$ cat src/hw/rtl/tcsc_pkg.sv
// Shared types and constants for the tetrahedral carbon strain check.
// No dependencies.
`timescale 1ns / 1ps

package tcsc_pkg;

  localparam int unsigned CoordW   = 24;
  localparam int unsigned DiffW    = 25;
  localparam int unsigned UnitW    = 17;
  localparam int unsigned ThrW     = 16;
  localparam int unsigned InDataW  = 152;
  localparam int unsigned OutDataW = 8;

  localparam logic [6:0]  CarbonZ   = 7'd6;
  localparam logic [2:0]  CountSat  = 3'd5;
  localparam logic [2:0]  CountFull = 3'd4;
  localparam logic [16:0] UnitOne   = 17'd32768;

  typedef struct packed {
    logic                    carbon;
    logic                    present;
    logic                    atom_end;
    logic                    mol_end;
    logic signed [DiffW-1:0] dx;
    logic signed [DiffW-1:0] dy;
    logic signed [DiffW-1:0] dz;
  } item_t;

  typedef enum logic [3:0] {
    B_IDLE, B_SUMSQ, B_SQRT, B_DIVSET, B_DIV, B_FIN, B_VPREP, B_VMUL, B_VCMP, B_END
  } bstate_t;

endpackage

$ cat src/hw/rtl/tcsc_front.sv
// Front end: accepts stream items, forms bond differences, classifies them
// and holds them in a two-entry queue. Depends on tcsc_pkg.
`timescale 1ns / 1ps

module tcsc_front (
  input  logic                            clk,
  input  logic                            rst,
  input  logic                            in_valid,
  output logic                            in_ready,
  input  logic [tcsc_pkg::InDataW-1:0]    in_data,
  input  logic [1:0]                      in_user,
  input  logic                            in_last,
  output logic                            q_valid,
  input  logic                            q_ready,
  output tcsc_pkg::item_t                 q_item
);
  import tcsc_pkg::*;

  item_t      mem [2];
  logic       wptr;
  logic       rptr;
  logic [1:0] fill;
  item_t      it;
  logic       push;
  logic       pop;

  assign in_ready = (fill != 2'd2);
  assign q_valid  = (fill != 2'd0);
  assign q_item   = mem[rptr];
  assign push     = in_valid && in_ready;
  assign pop      = q_valid && q_ready;

  always_comb begin
    it.carbon   = (in_data[6:0] == CarbonZ);
    it.present  = in_user[0];
    it.mol_end  = in_last;
    it.atom_end = in_user[1] || in_last;
    it.dx = $signed({in_data[102], in_data[102:79]})  - $signed({in_data[30], in_data[30:7]});
    it.dy = $signed({in_data[126], in_data[126:103]}) - $signed({in_data[54], in_data[54:31]});
    it.dz = $signed({in_data[150], in_data[150:127]}) - $signed({in_data[78], in_data[78:55]});
  end

  always_ff @(posedge clk) begin
    if (push) begin
      mem[wptr] <= it;
    end
  end

  always_ff @(posedge clk) begin
    if (rst) begin
      wptr <= 1'b0;
      rptr <= 1'b0;
      fill <= 2'd0;
    end else begin
      if (push) wptr <= ~wptr;
      if (pop) rptr <= ~rptr;
      if (push && !pop) fill <= fill + 2'd1;
      else if (pop && !push) fill <= fill - 2'd1;
    end
  end

endmodule

$ cat config.mk
export PLATFORM = sky130hd
export DESIGN_NAME = tcsc_front
export DESIGN_NICKNAME = d
export VERILOG_FILES = /design/src/hw/rtl/tcsc_pkg.sv /design/src/hw/rtl/tcsc_front.sv
export SDC_FILE = /design/constraint.sdc
export NUM_CORES = 1
export LEC_CHECK = 0
export BUFFER_PORTS_ARGS = -buffer_cell sky130_fd_sc_hd__buf_2
export CAP_MARGIN = 20
export CORE_UTILIZATION = 59
export DETAILED_ROUTE_END_ITERATION = 6
export GPL_TIMING_DRIVEN = 0
export HOLD_SLACK_MARGIN = 0.12
export PLACE_DENSITY = 0.92
export SLEW_MARGIN = 20
export SYNTH_ARGS = -nofsm -noshare
export SYNTH_HDL_FRONTEND = slang
export SYNTH_SLANG_ARGS = --single-unit
$ cat constraint.sdc
create_clock -name clk -period 9.91 [get_ports clk]
set_input_delay 1.982 -clock clk [delete_from_list [all_inputs] [get_ports clk]]
set_output_delay 1.982 -clock clk [all_outputs]
set_load 0.01 [all_outputs]
==> reports/qor.txt, run 1 <==
Dpl cells - 1328
Yosys top cell area share - 48.4%
Post-synthesis cell area - 9800 sq um
Clock tree from TritonCTS - yes
Die ar. - 17100 sq um
LEAKAGE - 5.18 nW
Worst reg2reg setup slack - 7860 ps
Vias per cell - 5.59
Seq/Total Area, Yosys - 49.5%
Mapped Nets - 1105
Vias in the first global route - 7225
Post-synthesis sequential element count - 163
Minimum clock period - 4800 ps
GRT Resource Usage Total - 26.3%
Post-Synth Adder-Cell Area - 9.94%
Die span in x - 131 um
I/O pin count - 240
Largest net degree at the start of global routing - 53
Setup TNS - 0 ps
Fin util - 74.6%
Power Total - 2.50 mW
Post-synth EDFFs - 158
Unrepaired setup endpoints after global routing - false
Slew HR - 55.0%
Final Cycle Share - 48.5%
Mux contribution to synthesized area - 9.08%
Layout Nets - 1366
Compound-gate portion of the synthesized area - 12.4%
Dpl cell area - 11400 sq um
FFs w/ async S/R, synth - 0%
Worst Hold End - fill[1]$_SDFFE_PP0P_
DRC violations left - 0
Core Region - 16100 sq um
CTS Buf Count - 17
Pwr/cell area - 209 nW/um^2
Post-Place Setup Slack - 5400 ps
Area growth syn-to-layout - 22.3%
Simple-gate share of the synthesized area - 8.58%
First-pass GRT wire length - 34000 um
DIE HEIGHT - 131 um
Drt pass-1 iters - 5
Overflow after GRT - 0
DRT iter0 DRCs - 604
Crit. End Element - output port
CTS resizes - 0
Crit Path Category - flop to output port
Fraction of layout instances using a drive strength above 1 - 32.3%
DP HPWL - 17000 um
Hold Crit Depth - 2
FF-to-FF End - mem[0][76]$_DFFE_PP_
Outcome - finished clean
Setup violators final - 0
Syn Inst Count - 870
Peak supply drop - 0.127 mV
PortBufs - 238
Post-Layout Cell Count - 1362
Routability congestion estimate from global placement - 0.921
Post-Synthesis Mean Instance Area - 11.3 sq um
Main synth FF type - edfxtp_1
Initial antenna violation count - 2
Fmax - 208 MHz
Critical path startpoint category - flop
Clock Path Buffers - 2
Hold buffers post-CTS - 0
Final hold vios - 0
WL/cell - 16.6 um
Pins Over Slew Limit - 0
CP arrival - 2820 ps
Maximum fanout along the worst path - 10
Worst hold margin - 503 ps
Worst setup margin - 5110 ps
Reg2reg path depth - 5
CTS H-Tree Depth - 4
# Max-Cap Violations - 0
Post-Synth XOR/XNOR Area - 5.99%
Number of nets still failing antenna checks after routing - 0
Post-synth top area cell - edfxtp_1
Worst-margin pin slew - 673 ps
Worst Min Path Start - fill[1]$_SDFFE_PP0P_
Setup Skew - 7.74 ps
Largest family of logic cells by synthesized area - compound AO/OA/AOI/OAI gates
Std-Cell Rows - 46
Reg2reg start - fill[0]$_SDFFE_PP0P_
Dominant cells by area after synthesis - edfxtp_1, ha_1, mux2_2
Initial core utilization - 61.0%
Worst-path clk slew - 70 ps
Via Count - 7612
Hold/Removal Path Class - flop to flop
Clock sinks - 163
Clock latency on the worst-skew pair - 420 ps
Required time worst endpoint - 7930 ps
Drt total wl - 22600 um
Fillers - 1102
Synth Warn # - 0
Setup Fix Bufs, Post-CTS - 0
Root Driver - clkbuf_16
Fin area - 12000 sq um
Netlist cell types - 54
-- synthesized netlist by cell type, types with 7 or more instances --
library cell	instances
nand2b_1	10
a211oi_1	7
nand2_1	48
nor2b_1	11
a31oi_1	10
nand4_1	11
edfxtp_1	158
o21a_1	11
clkbuf_1	21
nand3_1	17
xnor2_1	45
inv_1	94
ha_1	73
xor2_1	22
nor2_1	48
o21ai_0	40
mux2_2	79
a21oi_1	68
a21o_1	18
-- worst max-delay path, cell delays in order (launching register included) --
cell and delay [ps]:
dfxtp_1 320, clkbuf_1 400, clkbuf_1 550, buf_1 550, mux2_2 420, buf_2 140
-- cells in the final DEF (no fill, tap or decap), types with 3 or more instances in the layout --
| cell | n |
|---|---|
| o21a_1 | 11 |
| o2111ai_1 | 3 |
| or2_2 | 5 |
| a21o_1 | 18 |
| a21oi_1 | 68 |
| xor2_1 | 22 |
| xnor2_1 | 45 |
| a311oi_1 | 3 |
| buf_2 | 238 |
| nand3_1 | 17 |
| inv_1 | 94 |
| o211ai_1 | 4 |
| a211oi_1 | 7 |
| a31o_2 | 4 |
| bufinv_16 | 3 |
| a31oi_1 | 10 |
| fa_1 | 3 |
| nor2b_1 | 11 |
| nand2b_1 | 10 |
| and3_1 | 5 |
| inv_6 | 4 |
| edfxtp_1 | 158 |
| dfxtp_1 | 5 |
| mux2_2 | 79 |
| clkbuf_1 | 23 |
| o21bai_1 | 5 |
| clkbuf_16 | 17 |
| buf_16 | 3 |
| nor2_1 | 47 |
| o31a_1 | 4 |
| nor3_1 | 6 |
| ha_1 | 73 |
| nand4_1 | 11 |
| o21ai_0 | 40 |
| a21boi_0 | 3 |
| nand2_1 | 48 |
-- cell families (layout without fill, tap and decap cells) --
kind of cell	Yosys count	after routing
compound gates	194	194
simple gates	174	174
flops	163	163
buf+inv	117	391
mux	79	79
fa+ha+maj	76	76
xor+xnor	67	67
other cells	0	2
-- power breakdown --
group	leakage [nW]	total, mW	internal (mW)	switching (mW)
Combinational	3.37	0.851	0.374	0.477
Clock	0.293	0.682	0.402	0.279
Sequential	1.52	0.968	0.935	0.0325
-- worst max-delay path by stage --
| stage | startpoint | end | slack (ps) |
|---|---|---|---|
| detailed placement | in_data[55] | mem[0][24]$_DFFE_PP_ | 5400 |
| finish | flop | q_item[71] | 5110 |
| global placement | in_valid | mem[0][70]$_DFFE_PP_ | 2130 |
| floorplan | in_valid | mem[0][0]$_DFFE_PP_ | 4030 |
| CTS | flop | q_item[70] | 5060 |
| global route | flop | q_item[73] | 4910 |
-- final cells by class --
class,count,area [sq um],area share [%]
Inverter,94,353,2.94
Tap cell,216,270,2.26
Timing Repair Buffer,242,1290,10.8
Buffer,23,90.1,0.752
Clock inverter,13,173,1.44
Antenna cell,2,5.00,0.0418
Clock buffer,19,433,3.61
Sequential cell,163,4840,40.4
Multi-Input combinational cell,590,4520,37.7
-- sequential cells by signal, summed over array words and instances (netlist names), named ones only --
| name | count |
|---|---|
| mem | 158 |
| rptr | 1 |
| wptr | 1 |
| fill | 2 |
-- metal layers --
| layer | wire (um) | vias up | GRT usage [%] |
|---|---|---|---|
| li1 | - | 3690 | - |
| met1 | 9270 | 3540 | 31.7 |
| met2 | 11300 | 333 | 45.8 |
| met3 | 1250 | 49 | 4.36 |
| met4 | 722 | 0 | 12.9 |
| met5 | 0 | - | 0 |
No activity file was read; power rests on OpenSTA's default activity.
==> run 2, diff against run 1 <==
CORE_UTILIZATION = 55   (was 59)
PLACE_DENSITY = 0.87   (was 0.92)
clock period = 4.6 ns   (was 9.91 ns; I/O delays follow)
==> run 2 against run 1 <==
Final area down 0.16%. Sequential share of layout area grew 0.063 points. Global-route usage down 2.8 points. Via count shrank 0.68%. Critical path type unchanged. Highest routed layer unchanged.
==> reports/qor.txt, run 2 (synthesized netlist as in run 1, its figures left out) <==
Worst-margin pin slew - 703 ps (+30.4 ps)
Pins Over Slew Limit - 0 (unchanged)
Final Cycle Share - 78.9%
Setup violators final - 0 (unchanged)
Outcome - finished clean
Area growth syn-to-layout - 22.1%
Hold Crit Depth - 2 (unchanged)
Hold buffers post-CTS - 0 (unchanged)
FF-to-FF End - mem[0][60]$_DFFE_PP_
CTS H-Tree Depth - 4 (unchanged)
Clock power frac - 25.7% (-1.6 points)
Maximum fanout along the worst path - 10 (unchanged)
Setup TNS - 0 ps (unchanged)
WL/cell - 15.9 um (-4.2%)
Root Driver - clkbuf_16
Crit Path Category - flop to output port
Worst reg2reg setup slack - 2690 ps (-5170 ps)
Core Region - 17400 sq um (+8.1%)
Fin util - 68.9% (-5.7 points)
Number of nets still failing antenna checks after routing - 0 (unchanged)
Crit. End Element - output port
Pwr/cell area - 440 nW/um^2 (+110%)
Overflow after GRT - 0 (unchanged)
Dpl cells - 1338 (+0.75%)
Reg2reg start - fill[0]$_SDFFE_PP0P_
Clock latency on the worst-skew pair - 420 ps (about the same)
Slowest stage delay, CP - 550 ps (about the same)
P_int - 3.58 mW (+110%)
Drt pass-1 iters - 5 (unchanged)
Via Count - 7560 (-0.68%)
Layout Nets - 1367 (+0.073%)
Most frequent cell on the critical path - clkbuf_1
Peak supply drop - 0.300 mV (+140%)
DP HPWL - 16600 um (-2.7%)
Vias per cell - 5.51 (-1.3%)
Final hold vios - 0 (unchanged)
CTS resizes - 0 (unchanged)
Clock tree from TritonCTS - yes
Post-Layout Cell Count - 1371 (+0.66%)
# Max-Cap Violations - 0 (unchanged)
Fmax - 275 MHz
Required time worst endpoint - 3680 ps (-4250 ps)
CTS Buf Count - 17 (unchanged)
Power Total - 5.26 mW (+110%)
Hold/Removal Path Class - flop to flop
Worst-path clk slew - 70 ps (about the same)
Initial antenna violation count - 1 (-1)
Worst Min Path Start - fill[1]$_SDFFE_PP0P_
Drt total wl - 21800 um (-3.5%)
Fraction of layout instances using a drive strength above 1 - 32.4% (+0.059 points)
Most common cell after layout, fill and taps aside - buf_2
Routability congestion estimate from global placement - 0.916 (-0.54%)
Largest Register - mem
CP arrival - 2710 ps (-110 ps)
Fin area - 12000 sq um (-0.16%)
CP max-delay cell - clkbuf_1
Crit. path cell count - 5 (unchanged)
LEAKAGE - 5.15 nW (-0.51%)
Reg2reg path depth - 6 (+1)
Crit path buf inv count - 4 (unchanged)
Unrepaired setup endpoints after global routing - false
Slew HR - 53.1% (-1.9 points)
I/O pin count - 240 (unchanged)
Clock sinks - 163 (unchanged)
Die ar. - 18300 sq um (+7.2%)
Vias in the first global route - 7191 (-0.47%)
Largest delay share family, worst path - buffers and inverters
Most frequent cells in the layout - buf_2, edfxtp_1, inv_1, mux2_2, ha_1
Switching Fraction - 31.9% (+0.40 points)
GRT Resource Usage Total - 23.6% (-2.8 points)
Crit-path cells - clkbuf_1, clkbuf_1, buf_1, mux2_2, buf_2
NetSw - 1.68 mW (+110%)
First-pass GRT wire length - 33500 um (-1.7%)
Setup Skew - 6.38 ps (-1.37 ps)
PortBufs - 238 (unchanged)
Combinational share of power - 34.8% (+0.8 points)
Std-Cell Rows - 48 (+4.3%)
Dpl cell area - 11400 sq um (+0.27%)
Minimum clock period - 3630 ps
DIE HEIGHT - 135 um (+3.5%)
Setup Fix Bufs, Post-CTS - 0 (unchanged)
Largest net degree at the start of global routing - 47 (-11%)
Largest regs - mem (158), fill (2)
Clock Path Buffers - 2 (unchanged)
DRC violations left - 0 (unchanged)
Seq pwr share - 39.5% (+0.8 points)
Max FFs per register - 158 (unchanged)
Initial core utilization - 56.4% (-4.6 points)
Worst Hold End - fill[1]$_SDFFE_PP0P_
Critical path startpoint category - flop
Die span in x - 135 um (+3.5%)
DRT iter0 DRCs - 386 (-36%)
run 2: power groups by stage:
stage | Combinational, mW | Clock, mW | Sequential (mW)
after detailed placement | 1.82 | 0 | 2.11
after CTS | 1.84 | 1.37 | 2.08
after global placement | 1.72 | 0 | 2.12
after global routing | 1.98 | 1.42 | 2.10
final | 1.83 | 1.35 | 2.08
after floorplan | 1.16 | 0 | 2.10
run 2: how the worst max path moves through the flow:
| stage | startpoint | end | slack, ps |
|---|---|---|---|
| after CTS | flop | q_item[69] | 840 |
| after global placement | in_valid | mem[0][68]$_DFFE_PP_ | -140 |
| final | flop | q_item[69] | 970 |
| after global routing | flop | q_item[69] | 710 |
| after detailed placement | in_data[7] | mem[0][74]$_DFFE_PP_ | 1260 |
| after floorplan | in_valid | mem[0][0]$_DFFE_PP_ | 1100 |
run 2: cell type report:
type / count / area [sq um]
fill: 1297 / 5390
sequential: 163 / 4840
multi-input combinational: 590 / 4520
timing repair buffer: 243 / 1310
clock buffer: 19 / 433
inverter: 94 / 353
tap: 225 / 282
clock inverter: 13 / 125
buffer: 23 / 90.1
antenna: 1 / 2.50
run 2: worst reg2reg max path, cell delays in order (launching register included):
cell      delay (ps)
dfxtp_1          400
nand2b_1         160
nand2_1          130
nor2_4           310
buf_12           250
buf_16           200
buf_16           160
run 2: metrics by stage:
step                      setup WS, ps  hold WS [ps]
after global placement            -137           476
after detailed placement          1260           493
after global routing               709           536
final                              968           508
after CTS                          835           516
after floorplan                   1100           461
run 2: metal layers:
metal  track usage [%]  vias up  share of wire [%]
li1                  -     3695                  -
met1              29.4     3538                 42
met2              40.4      271                 50
met3              3.48       56                4.7
met4              10.9        0                3.0
met5                 0        -                  0
==> run 3, diff against run 2 <==
clock period = 3.41 ns   (was 4.6 ns; I/O delays follow)
==> run 3 against run 2 <==
Via count is essentially flat. Power grew 35%. Setup slack lost 440 ps. Core utilization is essentially flat. Highest routed layer unchanged. Sequential share of layout area is essentially flat. Critical endpoint is now q_item[14].
==> reports/qor.txt, run 3 (synthesized netlist as in run 1, its figures left out) <==
Outcome - finished clean
Vias in the first global route - 7191 (unchanged)
Largest Register - mem
Largest net degree at the start of global routing - 47 (unchanged)
CP arrival - 2200 ps (-510 ps)
Most frequent cell on the critical path - clkbuf_1
WL/cell - 15.9 um (about the same)
Routability congestion estimate from global placement - 0.916 (unchanged)
Drt total wl - 21800 um (-0.12%)
Peak supply drop - 0.404 mV (+35%)
Slowest stage delay, CP - 540 ps (about the same)
DRC violations left - 0 (unchanged)
GRT Resource Usage Total - 23.6% (unchanged)
Pwr/cell area - 593 nW/um^2 (+35%)
Minimum clock period - 2890 ps
PortBufs - 238 (unchanged)
Drt pass-1 iters - 5 (unchanged)
Hold buffers post-CTS - 0 (unchanged)
Slew HR - 53.2% (+0.087 points)
Layout Nets - 1366 (-0.073%)
Wl on met1 - 9230 um (+0.30%)
Largest regs - mem (158), fill (2)
Hold/Removal Path Class - primary input to flop
Unrepaired setup endpoints after global routing - false
Worst-margin pin slew - 702 ps (-1.30 ps)
Via Count - 7553 (-0.093%)
Setup violators final - 0 (unchanged)
# Max-Cap Violations - 0 (unchanged)
Required time worst endpoint - 2730 ps (-950 ps)
Number of nets still failing antenna checks after routing - 0 (unchanged)
Worst hold margin - 454 ps (-54.9 ps)
Final hold vios - 0 (unchanged)
First-pass GRT wire length - 33500 um (unchanged)
CTS Buf Count - 17 (unchanged)
Setup Fix Bufs, Post-CTS - 0 (unchanged)
Worst-path clk slew - 70 ps (about the same)
Most frequent cells in the layout - buf_2, edfxtp_1, inv_1, mux2_2, ha_1
Max layer used - met4
Pins Over Slew Limit - 0 (unchanged)
Met2 Wirelength - 10900 um (-0.13%)
Initial core utilization - 56.4% (unchanged)
DP HPWL - 16600 um (unchanged)
Clock Path Buffers - 2 (unchanged)
Setup Skew - 7.03 ps (+0.654 ps)
Max FFs per register - 158 (unchanged)
Overflow after GRT - 0 (unchanged)
DRT iter0 DRCs - 391 (+1.3%)
Crit Path Category - flop to output port
Clock sinks - 163 (unchanged)
CP max-delay cell - clkbuf_1
Root Driver - clkbuf_16
Fraction of layout instances using a drive strength above 1 - 32.5% (+0.12 points)
Clock latency on the worst-skew pair - 420 ps (about the same)
CTS H-Tree Depth - 4 (unchanged)
DR WL met3 - 1000 um (-2.5%)
LEAKAGE - 5.15 nW (about the same)
Worst setup margin - 525 ps (-444 ps)
Final Cycle Share - 84.6%
Die span in x - 135 um (unchanged)
Std-Cell Rows - 48 (unchanged)
I/O pin count - 240 (unchanged)
Post-Place Setup Slack - 309 ps (-952 ps)
Critical path startpoint category - flop
Die ar. - 18300 sq um (unchanged)
Vias per cell - 5.51 (about the same)
Core Region - 17400 sq um (unchanged)
Maximum fanout along the worst path - 10 (unchanged)
Crit. End Element - output port
Most common cell after layout, fill and taps aside - buf_2
Fmax - 347 MHz
Initial antenna violation count - 1 (unchanged)
Clock tree from TritonCTS - yes
Crit-path cells - clkbuf_1, clkbuf_1, mux2_2, buf_2
DIE HEIGHT - 135 um (unchanged)
Area growth syn-to-layout - 22.1% (about the same)
==> run 3: worst max-delay path: cells and delay by family (launching register included) <==
family	cells	cell delay, ps
buffers and inverters	3	1050
muxes	1	420
DFF	1	310
==> run 3: final cells by class <==
type                            instances  area (sq um)
Timing Repair Buffer                  243          1310
Inverter                               94           353
Multi-Input combinational cell        590          4520
Antenna cell                            1          2.50
Clock buffer                           19           433
Tap cell                              225           282
Sequential cell                       163          4840
Fill cell                            1294          5400
Buffer                                 22          87.6
Clock inverter                         13           125
==> run 3: stage by stage <==
step	cell area [sq um]	util (%)	instances	TNS [ps]	power [mW]
floorplan	9800	-	870	0	4.40
global placement	11300	64.9	1333	-142490	5.18
detailed placement	11400	65.7	1338	0	5.31
CTS	12000	68.9	1370	0	7.14
global route	12000	68.9	1370	0	7.43
finish	12000	68.9	1370	0	7.09
==> run 3: metal layers <==
layer  vias to the layer above  GRT usage (%)
met2                       277           40.4
met5                         -              0
met3                        56           3.48
li1                       3695              -
met1                      3525           29.4
met4                         0           10.9
==> run 3: worst paths after layout <==
check	to	start	cells past startpoint	slack, ps
worst min register to register	fill[1]$_SDFFE_PP0P_	fill[1]$_SDFFE_PP0P_	2	510
worst max-delay path	q_item[14]	flop	4	520
worst max register to register	mem[0][62]$_DFFE_PP_	fill[0]$_SDFFE_PP0P_	6	1500
worst min-delay path	mem[0][75]$_DFFE_PP_	in_last	1	450
==> run 3: what timing repair did <==
item	4_1_cts	5_1_grt
endpoints found under the setup margin	10	1
gates cloned	0	0
resized for setup	1	0
==> run 3: report_power, final <==
part / switching, mW / total [mW] / internal, mW
Combinational: 1.37 / 2.47 / 1.10
Sequential: 0.0893 / 2.81 / 2.72
Clock: 0.805 / 1.82 / 1.01
Total: 2.26 / 7.09 / 4.83
